[src/rtl/core/utf8e_pkg.sv]
// Package for the UTF-16 to UTF-8 encoder: item types of the input and result channels
// and the code point constants. No dependencies.
package utf8e_pkg;

  typedef struct packed {
    logic [15:0] code_unit;
    logic        string_end;
  } unit_item_t;

  typedef struct packed {
    logic [7:0] utf8_byte;
    logic       last_byte;
  } byte_item_t;

  localparam logic [15:0] HIGH_SURR_LO = 16'hD800;
  localparam logic [15:0] HIGH_SURR_HI = 16'hDBFF;
  localparam logic [15:0] LOW_SURR_LO  = 16'hDC00;
  localparam logic [15:0] LOW_SURR_HI  = 16'hDFFF;
  localparam logic [20:0] SUPP_BASE    = 21'h10000;
  localparam logic [20:0] MAX_ONE      = 21'h7F;
  localparam logic [20:0] MAX_TWO      = 21'h7FF;
  localparam logic [20:0] MAX_THREE    = 21'hFFFF;
  localparam logic [7:0]  LEAD_TWO     = 8'hC0;
  localparam logic [7:0]  LEAD_THREE   = 8'hE0;
  localparam logic [7:0]  LEAD_FOUR    = 8'hF0;
  localparam logic [7:0]  CONT_MARK    = 8'h80;

endpackage

[src/rtl/core/utf16_to_utf8_encoder.sv]
// UTF-16 to UTF-8 encoder top level: input register, surrogate pairing, encoder and
// byte shift-out buffer. Depends on utf8e_pkg.

// Takes one UTF-16 code unit per item and gives its UTF-8 bytes one per cycle while
// out_stall is low, with last_byte set on the final byte of each unit. A high surrogate
// gives no bytes; it is held as a pending code point and combined with the next low
// surrogate. A lone low surrogate encodes as the small value unit - 0xDC00, and an
// unpaired high surrogate is dropped by the next unit that is not a low surrogate, or by
// string_end. A unit holds the result channel until all its bytes (1 to 4, 4 for a
// surrogate pair) have gone out; the one-byte-wide result port sets that limit. A high
// surrogate retires even while bytes are still shifting out. The input register and the
// byte buffer lie between input accept and the first byte. While the byte buffer waits
// on a stalled output, the input register holds one more unit and then stalls the input;
// high surrogates still pass through it.
module utf16_to_utf8_encoder
  import utf8e_pkg::*;
(
  input  logic       clk,
  input  logic       rst,
  input  logic       in_valid,
  output logic       in_stall,
  input  unit_item_t in_data,
  output logic       out_valid,
  input  logic       out_stall,
  output byte_item_t out_data
);

  // input register
  logic       s1_valid;
  unit_item_t s1_item;

  // pending code point from a high surrogate
  logic [20:0] pending_code;
  logic [20:0] pending_code_next;

  // byte buffer: entry 0 is on the output, rem counts the bytes behind it
  logic       buf_valid;
  logic [7:0] buf_bytes [4];
  logic [1:0] buf_rem;

  logic       out_take;
  logic       buf_free;
  logic       is_high;
  logic       is_low;
  logic       s1_go;
  logic       load;
  logic [20:0] cp;
  logic [7:0] enc_bytes [4];
  logic [1:0] enc_rem;

  assign out_take = buf_valid && !out_stall;
  // buffer can take a new unit if empty or its final byte leaves this cycle
  assign buf_free = !buf_valid || (out_take && (buf_rem == 2'd0));

  assign is_high = (s1_item.code_unit >= HIGH_SURR_LO) && (s1_item.code_unit <= HIGH_SURR_HI);
  assign is_low  = (s1_item.code_unit >= LOW_SURR_LO) && (s1_item.code_unit <= LOW_SURR_HI);

  // high surrogates only touch the pending value, so they never wait on the buffer
  assign s1_go    = s1_valid && (is_high || buf_free);
  assign load     = s1_go && !is_high;
  assign in_stall = s1_valid && !s1_go;

  // code point to encode; pending low ten bits are always zero
  assign cp = is_low ? (pending_code | {11'd0, s1_item.code_unit[9:0]})
                     : {5'd0, s1_item.code_unit};

  always_comb begin
    if (is_high) begin
      pending_code_next = {1'b0, s1_item.code_unit[9:0], 10'd0} + SUPP_BASE;
    end else begin
      pending_code_next = '0;
    end
    if (s1_item.string_end) begin
      pending_code_next = '0;
    end
  end

  always_comb begin
    enc_bytes[0] = '0;
    enc_bytes[1] = '0;
    enc_bytes[2] = '0;
    enc_bytes[3] = '0;
    if (cp <= MAX_ONE) begin
      enc_rem      = 2'd0;
      enc_bytes[0] = cp[7:0];
    end else if (cp <= MAX_TWO) begin
      enc_rem      = 2'd1;
      enc_bytes[0] = LEAD_TWO | {3'd0, cp[10:6]};
      enc_bytes[1] = CONT_MARK | {2'd0, cp[5:0]};
    end else if (cp <= MAX_THREE) begin
      enc_rem      = 2'd2;
      enc_bytes[0] = LEAD_THREE | {4'd0, cp[15:12]};
      enc_bytes[1] = CONT_MARK | {2'd0, cp[11:6]};
      enc_bytes[2] = CONT_MARK | {2'd0, cp[5:0]};
    end else begin
      enc_rem      = 2'd3;
      enc_bytes[0] = LEAD_FOUR | {5'd0, cp[20:18]};
      enc_bytes[1] = CONT_MARK | {2'd0, cp[17:12]};
      enc_bytes[2] = CONT_MARK | {2'd0, cp[11:6]};
      enc_bytes[3] = CONT_MARK | {2'd0, cp[5:0]};
    end
  end

  always_ff @(posedge clk) begin
    if (rst) begin
      s1_valid     <= 1'b0;
      pending_code <= '0;
    end else begin
      if (in_valid && !in_stall) begin
        s1_valid <= 1'b1;
      end else if (s1_go) begin
        s1_valid <= 1'b0;
      end
      if (s1_go) begin
        pending_code <= pending_code_next;
      end
    end
  end

  always_ff @(posedge clk) begin
    if (in_valid && !in_stall) begin
      s1_item <= in_data;
    end
  end

  always_ff @(posedge clk) begin
    if (rst) begin
      buf_valid <= 1'b0;
      buf_rem   <= '0;
    end else if (load) begin
      buf_valid <= 1'b1;
      buf_rem   <= enc_rem;
    end else if (out_take) begin
      if (buf_rem == 2'd0) begin
        buf_valid <= 1'b0;
      end else begin
        buf_rem <= buf_rem - 2'd1;
      end
    end
  end

  always_ff @(posedge clk) begin
    if (load) begin
      buf_bytes <= enc_bytes;
    end else if (out_take) begin
      buf_bytes[0] <= buf_bytes[1];
      buf_bytes[1] <= buf_bytes[2];
      buf_bytes[2] <= buf_bytes[3];
      buf_bytes[3] <= '0;
    end
  end

  assign out_valid          = buf_valid;
  assign out_data.utf8_byte = buf_bytes[0];
  assign out_data.last_byte = (buf_rem == 2'd0);

endmodule

[config.mk]
export PLATFORM = sky130hd
export DESIGN_NAME = utf16_to_utf8_encoder
export DESIGN_NICKNAME = d
export VERILOG_FILES = /design/src/rtl/core/utf8e_pkg.sv /design/src/rtl/core/utf16_to_utf8_encoder.sv
export SDC_FILE = /design/constraint.sdc
export NUM_CORES = 1
export LEC_CHECK = 0
export ABC_AREA = 1
export CAP_MARGIN = 25
export CORE_MARGIN = 3
export CORE_UTILIZATION = 50
export CTS_CLUSTER_DIAMETER = 50
export DETAILED_ROUTE_END_ITERATION = 7
export DONT_BUFFER_PORTS = 1
export PLACE_DENSITY = 0.68
export SYNTH_ARGS = -nofsm -noshare
export SYNTH_HDL_FRONTEND = slang
export SYNTH_SLANG_ARGS = --single-unit
[constraint.sdc]
create_clock -name clk -period 2.85 [get_ports clk]
set_input_delay 0.1425 -clock clk [delete_from_list [all_inputs] [get_ports clk]]
set_output_delay 0.1425 -clock clk [all_outputs]
set_load 0.01 [all_outputs]
==> results of run 1 <==
-- cell usage after synthesis, types with 3 or more instances --
| library cell | n | share of area, % |
|---|---|---|
| sky130_fd_sc_hd__nand3_1 | 46 | 7.4 |
| sky130_fd_sc_hd__o21ai_1 | 6 | 0.96 |
| sky130_fd_sc_hd__nand2_1 | 107 | 13 |
| sky130_fd_sc_hd__o21ai_0 | 10 | 1.6 |
| sky130_fd_sc_hd__nand2_2 | 5 | 1.0 |
| sky130_fd_sc_hd__buf_4 | 10 | 2.4 |
| sky130_fd_sc_hd__inv_2 | 9 | 1.1 |
| sky130_fd_sc_hd__nor2_1 | 28 | 3.4 |
| sky130_fd_sc_hd__inv_1 | 30 | 3.6 |
| sky130_fd_sc_hd__a21oi_1 | 18 | 2.9 |
| sky130_fd_sc_hd__a211oi_1 | 4 | 0.96 |
| sky130_fd_sc_hd__nor2_2 | 4 | 0.80 |
| sky130_fd_sc_hd__o211ai_1 | 3 | 0.72 |
| sky130_fd_sc_hd__dfxtp_1 | 15 | 9.6 |
| sky130_fd_sc_hd__ha_1 | 4 | 1.6 |
| sky130_fd_sc_hd__edfxtp_1 | 46 | 44 |
| sky130_fd_sc_hd__nor2_4 | 3 | 1.1 |
-- final timing paths --
| path | endpoint | slack, ns | cells after the start |
|---|---|---|---|
| worst max-delay path | out_data[5] | 0.47 | 15 |
| worst min-delay path | out_data[2] | 0.14 | 1 |
| worst max register to register | out_data[5] | 0.47 | 15 |
| worst min register to register | pending_code[16] | 0.48 | 2 |
-- through the flow --
| step | worst slack (ns) | utilization [%] | hold WS [ns] | power, mW | instance area (um^2) |
|---|---|---|---|---|---|
| finish | 0.4663 | 58.63 | 0.1376 | 1.935 | 3512 |
| floorplan | 0.05603 | - | 0.2210 | 1.242 | 3127 |
| detailed placement | 0.5231 | 52.80 | 0.2173 | 1.294 | 3163 |
| global route | 0.2342 | 58.63 | 0.1339 | 2.023 | 3512 |
| global placement | 0.5068 | 52.80 | 0.2146 | 1.291 | 3163 |
| CTS | 0.5048 | 58.63 | 0.1385 | 1.946 | 3512 |
-- sequential cells by signal, indices dropped and copies added, names as in the netlist --
register	flops
s1_valid	1
s1_item	17
out_valid	1
buf_rem	2
buf_bytes	21
pending_code	11
out_data	8
-- power breakdown --
group,switching [mW],internal (mW),total [mW]
Sequential,0.0430,1.03,1.08
Clock,0.326,0.309,0.635
Combinational,0.143,0.0804,0.224
Total,0.512,1.42,1.94
-- metal layers --
metal  global-route usage (%)  up-vias
met2                    35.52       82
met1                    30.81     1149
met4                    7.626        0
li1                         -     1244
met3                    5.728       10
met5                        0        -
-- critical path: stages, from the launching register on --
cell                       delay (ns)
sky130_fd_sc_hd__edfxtp_1        0.42
sky130_fd_sc_hd__inv_2           0.09
sky130_fd_sc_hd__nand2_1         0.08
sky130_fd_sc_hd__nor2_2          0.10
sky130_fd_sc_hd__buf_4           0.17
sky130_fd_sc_hd__nand2_1         0.14
sky130_fd_sc_hd__nand2_1         0.09
sky130_fd_sc_hd__nand2_1         0.14
sky130_fd_sc_hd__nor2_1          0.12
sky130_fd_sc_hd__nand2_1         0.07
sky130_fd_sc_hd__nor2_2          0.14
sky130_fd_sc_hd__nand2_2         0.13
sky130_fd_sc_hd__nand2_2         0.15
sky130_fd_sc_hd__inv_2           0.08
sky130_fd_sc_hd__o21ai_1         0.12
sky130_fd_sc_hd__nand3_1         0.09
-- final cells by class --
cell class | count | area, um^2
flip-flops and latches | 61 | 1682
multi-input cells | 249 | 1191
clock inverters | 5 | 27.53
repair buffers | 24 | 240.2
fillers | 526 | 2479
well taps | 75 | 93.84
inverters | 39 | 146.4
clock buffers | 11 | 131.4
-- repair_timing --
item                                   in CTS  in global routing
gates resized for setup                     0                  0
endpoints found under the hold margin      30                  0
hold buffers                               19                  0
-- kinds of logic after synthesis --
family	Yosys count	synth area share, %
simple gates	202	28.69
flops	61	53.78
buf+inv	56	8.243
compound gates	42	7.403
fa+ha+maj	4	1.601
xor+xnor	1	0.2802
==> tab_implementation.tex, run 1 <==
\begin{tabular}{lr}
\hline
Metric & Value \\
\hline
\multicolumn{2}{l}{\textbf{Outcome}} \\
\quad Run status & finished clean \\
\multicolumn{2}{l}{\textbf{Placement}} \\
\quad Buffers added on ports & 0 \\
\quad DP Wirelength & 5451 um \\
\quad RePlAce Congestion & 0.9362 \\
\quad Placed cell count & 429 \\
\multicolumn{2}{l}{\textbf{Route}} \\
\quad Routed len/inst & 16.27 um \\
\quad Number of nets with antenna violations after detailed routing & 0 \\
\quad Sum of met2 wire segment lengths after detailed routing & 3559 um \\
\quad Sum of routed wire segments on met1 & 3391 um \\
\quad Final wirelength & 7548 um \\
\quad Highest layer used for signal routing & met4 \\
\quad Total via count in the routed design & 2485 \\
\quad Drt first-iter violations & 230 \\
\quad DR WL met3 & 485 um \\
\quad First drt pass iteration count & 4 \\
\quad DRC viols & 0 \\
\quad Number of vias per cell & 5.356 \\
\multicolumn{2}{l}{\textbf{Power}} \\
\quad Worst supply voltage drop on vdd & 0.0003840 V \\
\quad Static leakage & 1.498 nW \\
\quad PwrDens & 551.0 nW/um\^{}2 \\
\multicolumn{2}{l}{\textbf{Critical path}} \\
\quad Launching point of the worst reg2reg path & s1\_item[14] \\
\quad Type of element capturing the critical path & flop \\
\quad Arr. time, crit path & 2.47 ns \\
\quad CP startpoint kind & flop \\
\quad Critical path required time & 2.94 ns \\
\quad Worst Path Class, Setup & reg2reg \\
\quad Crit-path max FO & 11 \\
\quad Setup crit start & s1\_item[14] \\
\multicolumn{2}{l}{\textbf{Synthesis}} \\
\quad Share of the yosys chip area belonging to registers & 53.78\% \\
\quad Syn nets & 391 \\
\quad Number of instances in the synthesized netlist & 366 \\
\quad Most used DFF post-synth & sky130\_fd\_sc\_hd\_\_edfxtp\_1 \\
\quad Yosys warnings & 0 \\
\quad Distinct cell type count of the synthesized netlist & 30 \\
\quad Share of flip-flops with an asynchronous set or reset & 0\% \\
\quad Syn avg cell area & 8.543 um\^{}2 \\
\quad Post-synth design cell area & 3127 um\^{}2 \\
\quad FF+latch count, synth & 61 \\
\quad Number of enable-type register cells in the synthesized netlist & 46 \\
\multicolumn{2}{l}{\textbf{Timing}} \\
\quad Clock Skew & 0.01040 ns \\
\quad Final count of hold timing violations & 0 \\
\quad Normalized max-slew margin & 55.73\% \\
\quad Minimum clock period & 2.384 ns \\
\quad Final cycle utilization of the critical path & 83.64\% \\
\quad Number of pins exceeding their max-slew limit in the final report & 0 \\
\quad Setup repair after global routing missed its margin & false \\
\quad Slew @ Worst Pin & 0.6615 ns \\
\quad Peak Freq & 419.5 MHz \\
\quad Endpoints failing setup & 0 \\
\quad Final total negative setup slack & 0 ns \\
\multicolumn{2}{l}{\textbf{Floorplanning}} \\
\quad Core area & 5991 um\^{}2 \\
\quad Width of the chip & 85.08 um \\
\quad Count of boundary I/O pins & 32 \\
\quad Die footprint & 7239 um\^{}2 \\
\quad Starting Density & 52.19\% \\
\quad \# rows & 28 \\
\quad Die height & 85.08 um \\
\multicolumn{2}{l}{\textbf{Global route}} \\
\quad Via count of the first global-routing pass & 2516 \\
\quad Antenna violations before repair & 0 \\
\quad Global-route wire length before repair & 12450 um \\
\quad Total Routing Usage GR & 22.68\% \\
\quad Pin count of the biggest net entering global routing & 23 \\
\quad Total congestion overflow & 0 \\
\multicolumn{2}{l}{\textbf{Layout}} \\
\quad Post-route non-filler standard cell count & 464 \\
\quad Count of antenna diodes in the layout & 0 \\
\quad NumNets Final & 409 \\
\quad Fraction of layout instances using a drive strength above 1 & 11.05\% \\
\quad Commonest non-fill, non-tap cell in the layout & sky130\_fd\_sc\_hd\_\_nand2\_1 \\
\quad Highest-count cells in the layout ignoring fill and taps & 107 x sky130\_fd\_sc\_hd\_\_nand2\_1, 46 x sky130\_fd\_sc\_hd\_\_nand3\_1, 46 x sky130\_fd\_sc\_hd\_\_edfxtp\_1 \\
\quad Post-synthesis to final-layout area growth & 12.32\% \\
\multicolumn{2}{l}{\textbf{Clock network}} \\
\quad Num Clock Sinks & 61 \\
\quad Clock root buffer & sky130\_fd\_sc\_hd\_\_clkbuf\_8 \\
\quad Post-CTS repair timing setup buffer count & 0 \\
\quad Total number of H-tree levels & 3 \\
\quad TritonCTS clock tree & built \\
\quad Clock-pin slew on the worst setup and hold paths & 0.07 ns \\
\quad Clock buffers created by TritonCTS & 9 \\
\quad Largest buffer count on any clock path & 2 \\
\quad Insertion delay to the later sink of the worst-skew pair & 0.34 ns \\
\multicolumn{2}{l}{\textbf{Job}} \\
\quad Max\_cap viols & 0 \\
\multicolumn{2}{l}{\textbf{Worst hold path}} \\
\quad Worst hold start & out\_stall \\
\quad Kind of path behind the tightest hold check & in2reg \\
\hline
\end{tabular}
Note: power is estimated with default switching activity, not from simulation.
==> run 2, diff against run 1 <==
PLACE_DENSITY = default   (was 0.68)
clock period = 2.3 ns   (was 2.85 ns; I/O delays follow)
==> run 2 against run 1 <==
  * Critical path depth decreased by 3
  * Wire length increased by 10%
  * Largest power group unchanged
  * Via count increased by 6.8%
==> tab_implementation.tex, run 2 (synthesis gave the netlist of run 1 again) <==
\begin{tabular}{lr}
\hline
Metric & Value \\
\hline
\multicolumn{2}{l}{\textbf{Outcome}} \\
\quad Run status & finished clean (unchanged) \\
\multicolumn{2}{l}{\textbf{Power}} \\
\quad Worst supply voltage drop on vdd & 0.0006021 V (was 0.0003840 V) \\
\quad Static leakage & 1.648 nW (was 1.498 nW) \\
\quad PwrDens & 645.3 nW/um\^{}2 (was 551.0 nW/um\^{}2) \\
\multicolumn{2}{l}{\textbf{Floorplanning}} \\
\quad Starting Density & 52.19\% (unchanged) \\
\quad Die footprint & 7239 um\^{}2 (unchanged) \\
\quad Width of the chip & 85.08 um (unchanged) \\
\quad \# rows & 28 (unchanged) \\
\quad Die height & 85.08 um (unchanged) \\
\quad Core area & 5991 um\^{}2 (unchanged) \\
\quad Count of boundary I/O pins & 32 (unchanged) \\
\multicolumn{2}{l}{\textbf{Layout}} \\
\quad Largest registers & buf\_bytes: 21 flops, s1\_item: 17 flops, pending\_code: 11 flops (unchanged) \\
\quad Max reg flops & 21 (unchanged) \\
\quad Fraction of layout instances using a drive strength above 1 & 18.98\% (was 11.05\%) \\
\quad Register with the most flip-flops & buf\_bytes (unchanged) \\
\quad Layout Utilization & 64.47\% (was 58.63\%) \\
\quad NumNets Final & 432 (was 409) \\
\quad Count of antenna diodes in the layout & 0 (unchanged) \\
\quad Highest-count cells in the layout ignoring fill and taps & 98 x sky130\_fd\_sc\_hd\_\_nand2\_1, 46 x sky130\_fd\_sc\_hd\_\_edfxtp\_1, 45 x sky130\_fd\_sc\_hd\_\_nand3\_1 (was 107 x sky130\_fd\_sc\_hd\_\_nand2\_1, 46 x sky130\_fd\_sc\_hd\_\_nand3\_1, 46 x sky130\_fd\_sc\_hd\_\_edfxtp\_1) \\
\quad Commonest non-fill, non-tap cell in the layout & sky130\_fd\_sc\_hd\_\_nand2\_1 (unchanged) \\
\quad Post-synthesis to final-layout area growth & 23.53\% (was 12.32\%) \\
\multicolumn{2}{l}{\textbf{Critical path}} \\
\quad Type of element capturing the critical path & flop (unchanged) \\
\quad CP startpoint kind & flop (unchanged) \\
\quad Worst reg-to-reg setup slack & 0.1 ns (was 0.47 ns) \\
\quad Arr. time, crit path & 2.26 ns (was 2.47 ns) \\
\quad Worst Path Class, Setup & reg2reg (unchanged) \\
\quad Worst Reg2Reg Path Length in Cells & 12 (was 15) \\
\quad Critical path required time & 2.36 ns (was 2.94 ns) \\
\quad Crit-path max FO & 7 (was 11) \\
\multicolumn{2}{l}{\textbf{Route}} \\
\quad Final wirelength & 8309 um (was 7548 um) \\
\quad DRC viols & 0 (unchanged) \\
\quad First drt pass iteration count & 5 (was 4) \\
\quad Drt first-iter violations & 224 (was 230) \\
\quad Number of nets with antenna violations after detailed routing & 0 (unchanged) \\
\quad Routed len/inst & 17.10 um (was 16.27 um) \\
\quad Number of vias per cell & 5.463 (was 5.356) \\
\quad Total via count in the routed design & 2655 (was 2485) \\
\multicolumn{2}{l}{\textbf{Timing}} \\
\quad Final count of hold timing violations & 0 (unchanged) \\
\quad Setup repair after global routing missed its margin & true (was false) \\
\quad Number of pins exceeding their max-slew limit in the final report & 0 (unchanged) \\
\quad Minimum clock period & 2.203 ns (was 2.384 ns) \\
\quad Endpoints failing setup & 0 (unchanged) \\
\quad Final cycle utilization of the critical path & 95.79\% (was 83.64\%) \\
\quad Final critical-path setup slack & 0.09689 ns (was 0.4663 ns) \\
\quad Slew @ Worst Pin & 0.5637 ns (was 0.6615 ns) \\
\quad Peak Freq & 453.9 MHz (was 419.5 MHz) \\
\quad Clock Skew & 0.007042 ns (was 0.01040 ns) \\
\quad Normalized max-slew margin & 62.30\% (was 55.73\%) \\
\multicolumn{2}{l}{\textbf{Global route}} \\
\quad Total Routing Usage GR & 23.02\% (was 22.68\%) \\
\quad Pin count of the biggest net entering global routing & 30 (was 23) \\
\quad Via count of the first global-routing pass & 2548 (was 2516) \\
\quad Global-route wire length before repair & 12740 um (was 12450 um) \\
\quad Total congestion overflow & 0 (unchanged) \\
\quad Antenna violations before repair & 0 (unchanged) \\
\multicolumn{2}{l}{\textbf{Clock network}} \\
\quad Total number of H-tree levels & 3 (unchanged) \\
\quad Clock root buffer & sky130\_fd\_sc\_hd\_\_clkbuf\_8 (unchanged) \\
\quad Clock buffers created by TritonCTS & 9 (unchanged) \\
\quad Clock-pin slew on the worst setup and hold paths & 0.07 ns (about the same) \\
\quad Largest buffer count on any clock path & 2 (unchanged) \\
\quad Num Clock Sinks & 61 (unchanged) \\
\quad TritonCTS clock tree & built (unchanged) \\
\quad Insertion delay to the later sink of the worst-skew pair & 0.34 ns (about the same) \\
\multicolumn{2}{l}{\textbf{Placement}} \\
\quad Buffers added on ports & 0 (unchanged) \\
\quad Pre-CTS setup slack & -0.01506 ns (was 0.5231 ns) \\
\quad RePlAce Congestion & 0.8935 (was 0.9362) \\
\quad DP Wirelength & 5550 um (was 5451 um) \\
\multicolumn{2}{l}{\textbf{Job}} \\
\quad Max\_cap viols & 0 (unchanged) \\
\multicolumn{2}{l}{\textbf{Worst hold path}} \\
\quad Kind of path behind the tightest hold check & in2reg (unchanged) \\
\quad Hold path depth & 4 (was 1) \\
\hline
\end{tabular}
## run 2: changes by cell type in the layout (fill, tap and decap cells not counted), moves of 3 or more
cell | previous run | this run
sky130_fd_sc_hd__nand2_2 | 5 | 10
sky130_fd_sc_hd__clkbuf_16 | 0 | 3
sky130_fd_sc_hd__nand2_1 | 107 | 98
sky130_fd_sc_hd__inv_2 | 9 | 6
sky130_fd_sc_hd__nand2_4 | 1 | 4
sky130_fd_sc_hd__buf_4 | 4 | 20
sky130_fd_sc_hd__clkinvlp_4 | 0 | 3
## run 2: final timing paths
kind | startpoint | to
setup / recovery | s1_item[14] | buf_bytes[18]
hold / removal | out_stall | out_valid
setup reg to reg | s1_item[14] | buf_bytes[18]
hold reg to reg | pending_code[14] | pending_code[14]
## run 2: power by group
part | internal, mW | switching (mW)
combinational | 0.159 | 0.224
clock | 0.371 | 0.416
sequential | 1.28 | 0.0425
total | 1.81 | 0.683
## run 2: metrics by stage
stage	instances	cell area, um^2	hold WS, ns	TNS [ns]	power (mW)
2_1_floorplan	366	3131	0.1935	0	1.539
3_3_place_gp	442	3273	0.1865	0	1.622
3_5_place_dp	442	3273	0.1877	-0.01506	1.628
4_1_cts	476	3623	0.1528	0	2.427
5_1_grt	486	3862	0.1792	-0.04326	2.593
6_report	486	3862	0.1392	0	2.493
## run 2: metal layers
layer	global-route usage, %	part of all wire, %	wire length (um)
met4	11.22	2.7	228
met3	3.883	5.0	412
met1	30.23	43	3613
met5	0	0	0
met2	36.94	49	4055
## run 2: what timing repair did
action	in CTS	in global routing
hold buffers	19	0
cloned	0	4
endpoints found under the hold margin	30	0
buffers inserted	0	6
setup endpoints to repair	1	72
gates resized for setup	1	28
pin swaps	0	5
## run 2: cell type report
cell class / instances / area, um^2
fillers: 490 / 2128
well taps: 75 / 93.84
flip-flops and latches: 61 / 1682
clock inverters: 6 / 31.28
multi-input cells: 249 / 1271
repair buffers: 47 / 498.0
clock buffers: 9 / 123.9
inverters: 39 / 162.7
## run 2: critical path, stage by stage (launching register included)
cell and delay [ns]:
sky130_fd_sc_hd__edfxtp_1 0.40, sky130_fd_sc_hd__inv_2 0.09, sky130_fd_sc_hd__nand2_2 0.08, sky130_fd_sc_hd__nor2_4 0.20, sky130_fd_sc_hd__nand4_1 0.12, sky130_fd_sc_hd__buf_4 0.18, sky130_fd_sc_hd__nand2_2 0.08, sky130_fd_sc_hd__nand2_2 0.07
sky130_fd_sc_hd__inv_4 0.10, sky130_fd_sc_hd__nand2_8 0.09, sky130_fd_sc_hd__buf_12 0.14, sky130_fd_sc_hd__o21ai_4 0.13, sky130_fd_sc_hd__clkbuf_16 0.23
==> run 3, diff against run 2 <==
BUFFER_PORTS_ARGS = -buffer_cell sky130_fd_sc_hd__clkbuf_2   (was default)
DONT_BUFFER_PORTS = default   (was 1)
PLACE_DENSITY = 0.69   (was default)
REMOVE_ABC_BUFFERS = 1   (was default)
==> run 3 against run 2 <==
  * Clock power increased by 11%
  * Sequential cell count is the same
  * Cell count increased by 4.7%
  * Count of clock-buffer cells in the layout rose by 3
  * Critical path depth rose by 2
  * Hold slack worse by 0.11 ns
  * Critical endpoint is now out_data[5]
  * Highest routed layer unchanged
  * Core utilization decreased by 0.10 points
  * Die area did not move
  * Non-clock buffer count grew 22
  * Worst setup slack got worse by 0.028 ns
  * Sequential share of layout area increased by 0.071 points
  * Critical path type unchanged
==> tab_implementation.tex, run 3 (synthesis gave the netlist of run 1 again) <==
\begin{tabular}{lr}
\hline
Metric & Value \\
\hline
\multicolumn{2}{l}{\textbf{Layout}} \\
\quad Area of all placed cells without fillers & 3856 um\^{}2 (was 3862 um\^{}2) \\
\quad Count of antenna diodes in the layout & 0 (unchanged) \\
\quad Max reg flops & 21 (unchanged) \\
\quad Largest registers & buf\_bytes: 21 flops, s1\_item: 17 flops, pending\_code: 11 flops (unchanged) \\
\quad Layout Utilization & 64.37\% (was 64.47\%) \\
\quad Post-synthesis to final-layout area growth & 23.33\% (was 23.53\%) \\
\quad Fraction of layout instances using a drive strength above 1 & 23.04\% (was 18.98\%) \\
\quad NumNets Final & 454 (was 432) \\
\quad Commonest non-fill, non-tap cell in the layout & sky130\_fd\_sc\_hd\_\_nand2\_1 (unchanged) \\
\quad Highest-count cells in the layout ignoring fill and taps & 101 x sky130\_fd\_sc\_hd\_\_nand2\_1, 46 x sky130\_fd\_sc\_hd\_\_nand3\_1, 46 x sky130\_fd\_sc\_hd\_\_edfxtp\_1 (was 98 x sky130\_fd\_sc\_hd\_\_nand2\_1, 46 x sky130\_fd\_sc\_hd\_\_edfxtp\_1, 45 x sky130\_fd\_sc\_hd\_\_nand3\_1) \\
\quad Register with the most flip-flops & buf\_bytes (unchanged) \\
\multicolumn{2}{l}{\textbf{Floorplanning}} \\
\quad \# rows & 28 (unchanged) \\
\quad Core area & 5991 um\^{}2 (unchanged) \\
\quad Count of boundary I/O pins & 32 (unchanged) \\
\quad Starting Density & 52.19\% (unchanged) \\
\quad Width of the chip & 85.08 um (unchanged) \\
\quad Die height & 85.08 um (unchanged) \\
\quad Die footprint & 7239 um\^{}2 (unchanged) \\
\multicolumn{2}{l}{\textbf{Timing}} \\
\quad Normalized max-slew margin & 57.57\% (was 62.30\%) \\
\quad Final critical-path setup slack & 0.06862 ns (was 0.09689 ns) \\
\quad Final cycle utilization of the critical path & 97.02\% (was 95.79\%) \\
\quad Slew @ Worst Pin & 0.6357 ns (was 0.5637 ns) \\
\quad Clock Skew & 0.008859 ns (was 0.007042 ns) \\
\quad Peak Freq & 448.2 MHz (was 453.9 MHz) \\
\quad Setup repair after global routing missed its margin & true (unchanged) \\
\quad Endpoints failing setup & 0 (unchanged) \\
\quad Final count of hold timing violations & 0 (unchanged) \\
\quad Number of pins exceeding their max-slew limit in the final report & 0 (unchanged) \\
\quad Minimum clock period & 2.231 ns (was 2.203 ns) \\
\multicolumn{2}{l}{\textbf{Global route}} \\
\quad Total congestion overflow & 0 (unchanged) \\
\quad Via count of the first global-routing pass & 2616 (was 2548) \\
\quad Antenna violations before repair & 0 (unchanged) \\
\quad Total Routing Usage GR & 22.37\% (was 23.02\%) \\
\quad Global-route wire length before repair & 12430 um (was 12740 um) \\
\quad Pin count of the biggest net entering global routing & 30 (unchanged) \\
\multicolumn{2}{l}{\textbf{Route}} \\
\quad Drt first-iter violations & 160 (was 224) \\
\quad DRC viols & 0 (unchanged) \\
\quad First drt pass iteration count & 5 (unchanged) \\
\quad Final wirelength & 7679 um (was 8309 um) \\
\quad Routed len/inst & 15.09 um (was 17.10 um) \\
\quad Number of vias per cell & 5.271 (was 5.463) \\
\quad Number of nets with antenna violations after detailed routing & 0 (unchanged) \\
\quad Total via count in the routed design & 2683 (was 2655) \\
\multicolumn{2}{l}{\textbf{Critical path}} \\
\quad CP startpoint kind & flop (unchanged) \\
\quad Type of element capturing the critical path & flop (unchanged) \\
\quad Crit-path max FO & 11 (was 7) \\
\quad Arr. time, crit path & 2.31 ns (was 2.26 ns) \\
\quad Worst Reg2Reg Path Length in Cells & 14 (was 12) \\
\quad Launching point of the worst reg2reg path & s1\_item[14] (unchanged) \\
\quad Worst Path Class, Setup & reg2reg (unchanged) \\
\quad Critical path required time & 2.38 ns (was 2.36 ns) \\
\quad Endpoint of the lowest-slack register-to-register path & out\_data[5] (was buf\_bytes[18]) \\
\quad Worst reg-to-reg setup slack & 0.07 ns (was 0.1 ns) \\
\multicolumn{2}{l}{\textbf{Power}} \\
\quad Static leakage & 1.740 nW (was 1.648 nW) \\
\quad Worst supply voltage drop on vdd & 0.0005006 V (was 0.0006021 V) \\
\quad Sum of internal, switching and leakage power & 2.535 mW (was 2.493 mW) \\
\quad PwrDens & 657.4 nW/um\^{}2 (was 645.3 nW/um\^{}2) \\
\multicolumn{2}{l}{\textbf{Placement}} \\
\quad Pre-CTS setup slack & -0.004432 ns (was -0.01506 ns) \\
\quad RePlAce Congestion & 0.9450 (was 0.8935) \\
\quad DP Wirelength & 5464 um (was 5550 um) \\
\quad Buffers added on ports & 31 (was 0) \\
\quad Placed Area & 3428 um\^{}2 (was 3273 um\^{}2) \\
\multicolumn{2}{l}{\textbf{Clock network}} \\
\quad Clock buffers created by TritonCTS & 9 (unchanged) \\
\quad TritonCTS clock tree & built (unchanged) \\
\quad Total number of H-tree levels & 3 (unchanged) \\
\quad Clock-pin slew on the worst setup and hold paths & 0.07 ns (about the same) \\
\quad Largest buffer count on any clock path & 2 (unchanged) \\
\quad Clock root buffer & sky130\_fd\_sc\_hd\_\_clkbuf\_8 (unchanged) \\
\quad Insertion delay to the later sink of the worst-skew pair & 0.34 ns (about the same) \\
\quad Num Clock Sinks & 61 (unchanged) \\
\multicolumn{2}{l}{\textbf{Outcome}} \\
\quad Run status & finished clean (unchanged) \\
\multicolumn{2}{l}{\textbf{Worst hold path}} \\
\quad Hold path depth & 3 (was 4) \\
\quad Worst min-delay path endpoint & s1\_valid (was out\_valid) \\
\quad Worst hold start & in\_valid (was out\_stall) \\
\quad Kind of path behind the tightest hold check & in2reg (unchanged) \\
\multicolumn{2}{l}{\textbf{Job}} \\
\quad Max\_cap viols & 0 (unchanged) \\
\hline
\end{tabular}
run 3: cell count changes in the layout (fill, tap and decap cells not counted), moves of 3 or more:
cell	delta
sky130_fd_sc_hd__buf_4	-3
sky130_fd_sc_hd__nand2_1	+3
sky130_fd_sc_hd__nand2_2	-3
sky130_fd_sc_hd__clkinv_1	-3
sky130_fd_sc_hd__clkbuf_2	+31
sky130_fd_sc_hd__inv_2	+3
run 3: layer usage:
layer / vias to the layer above / GRT usage (%) / part of all wire, %
li1: 1334 / - / -
met2: 93 / 35.59 / 46
met4: 0 / 11.51 / 3.0
met5: - / 0 / 0
met3: 17 / 3.786 / 5.2
met1: 1239 / 29.40 / 45
run 3: area by class of cell:
type	instances	area [um^2]
Tap cell	75	93.84
Clock inverter	4	22.52
Multi-Input combinational cell	249	1240
Inverter	39	146.4
Fill cell	525	2135
Sequential cell	61	1682
Timing Repair Buffer	69	515.5
Clock buffer	12	156.4
run 3: critical path, stage by stage, from the launching register on:
cell	delay, ns
sky130_fd_sc_hd__edfxtp_1	0.40
sky130_fd_sc_hd__inv_2	0.09
sky130_fd_sc_hd__nand2_1	0.08
sky130_fd_sc_hd__nor2_2	0.12
sky130_fd_sc_hd__buf_6	0.16
sky130_fd_sc_hd__nand3_1	0.11
sky130_fd_sc_hd__nand2_2	0.13
sky130_fd_sc_hd__nand3_1	0.13
sky130_fd_sc_hd__nor2_4	0.16
sky130_fd_sc_hd__buf_4	0.15
sky130_fd_sc_hd__nand2_4	0.08
sky130_fd_sc_hd__nand2_4	0.10
sky130_fd_sc_hd__inv_2	0.06
sky130_fd_sc_hd__o21ai_1	0.09
sky130_fd_sc_hd__nand3_1	0.09
run 3: power breakdown:
part           switching (mW)  internal (mW)
clock network           0.423          0.452
logic                   0.211          0.137
registers              0.0329           1.28
run 3: worst max path at each step:
stage               depth (start not counted)            end   startpoint  slack (ns)
CTS                                        13  buf_bytes[13]  s1_item[16]       0.005
global route                               14    out_data[4]  s1_item[14]       -0.03
finish                                     14    out_data[5]  s1_item[14]        0.07
global placement                           15    out_data[5]  s1_item[14]      -0.007
floorplan                                   9   buf_bytes[0]  s1_item[14]       -1.09
detailed placement                         15    out_data[5]  s1_item[14]      -0.004
run 3: per-stage QoR:
stage | hold slack (ns) | instances | TNS (ns)
global route | 0.06735 | 509 | -0.07335
detailed placement | 0.2936 | 473 | -0.004432
CTS | 0.02146 | 506 | 0
global placement | 0.2917 | 473 | -0.007214
finish | 0.02836 | 509 | 0
floorplan | 0.1841 | 349 | -35.75
run 3: timing repair:
action                                 CTS  global route
endpoints found under the hold margin   17             0
hold buffers                            17             0
pin swaps                                0             2
buffers inserted                         0             3
resized for setup                        1            17
setup endpoints to repair                1            56
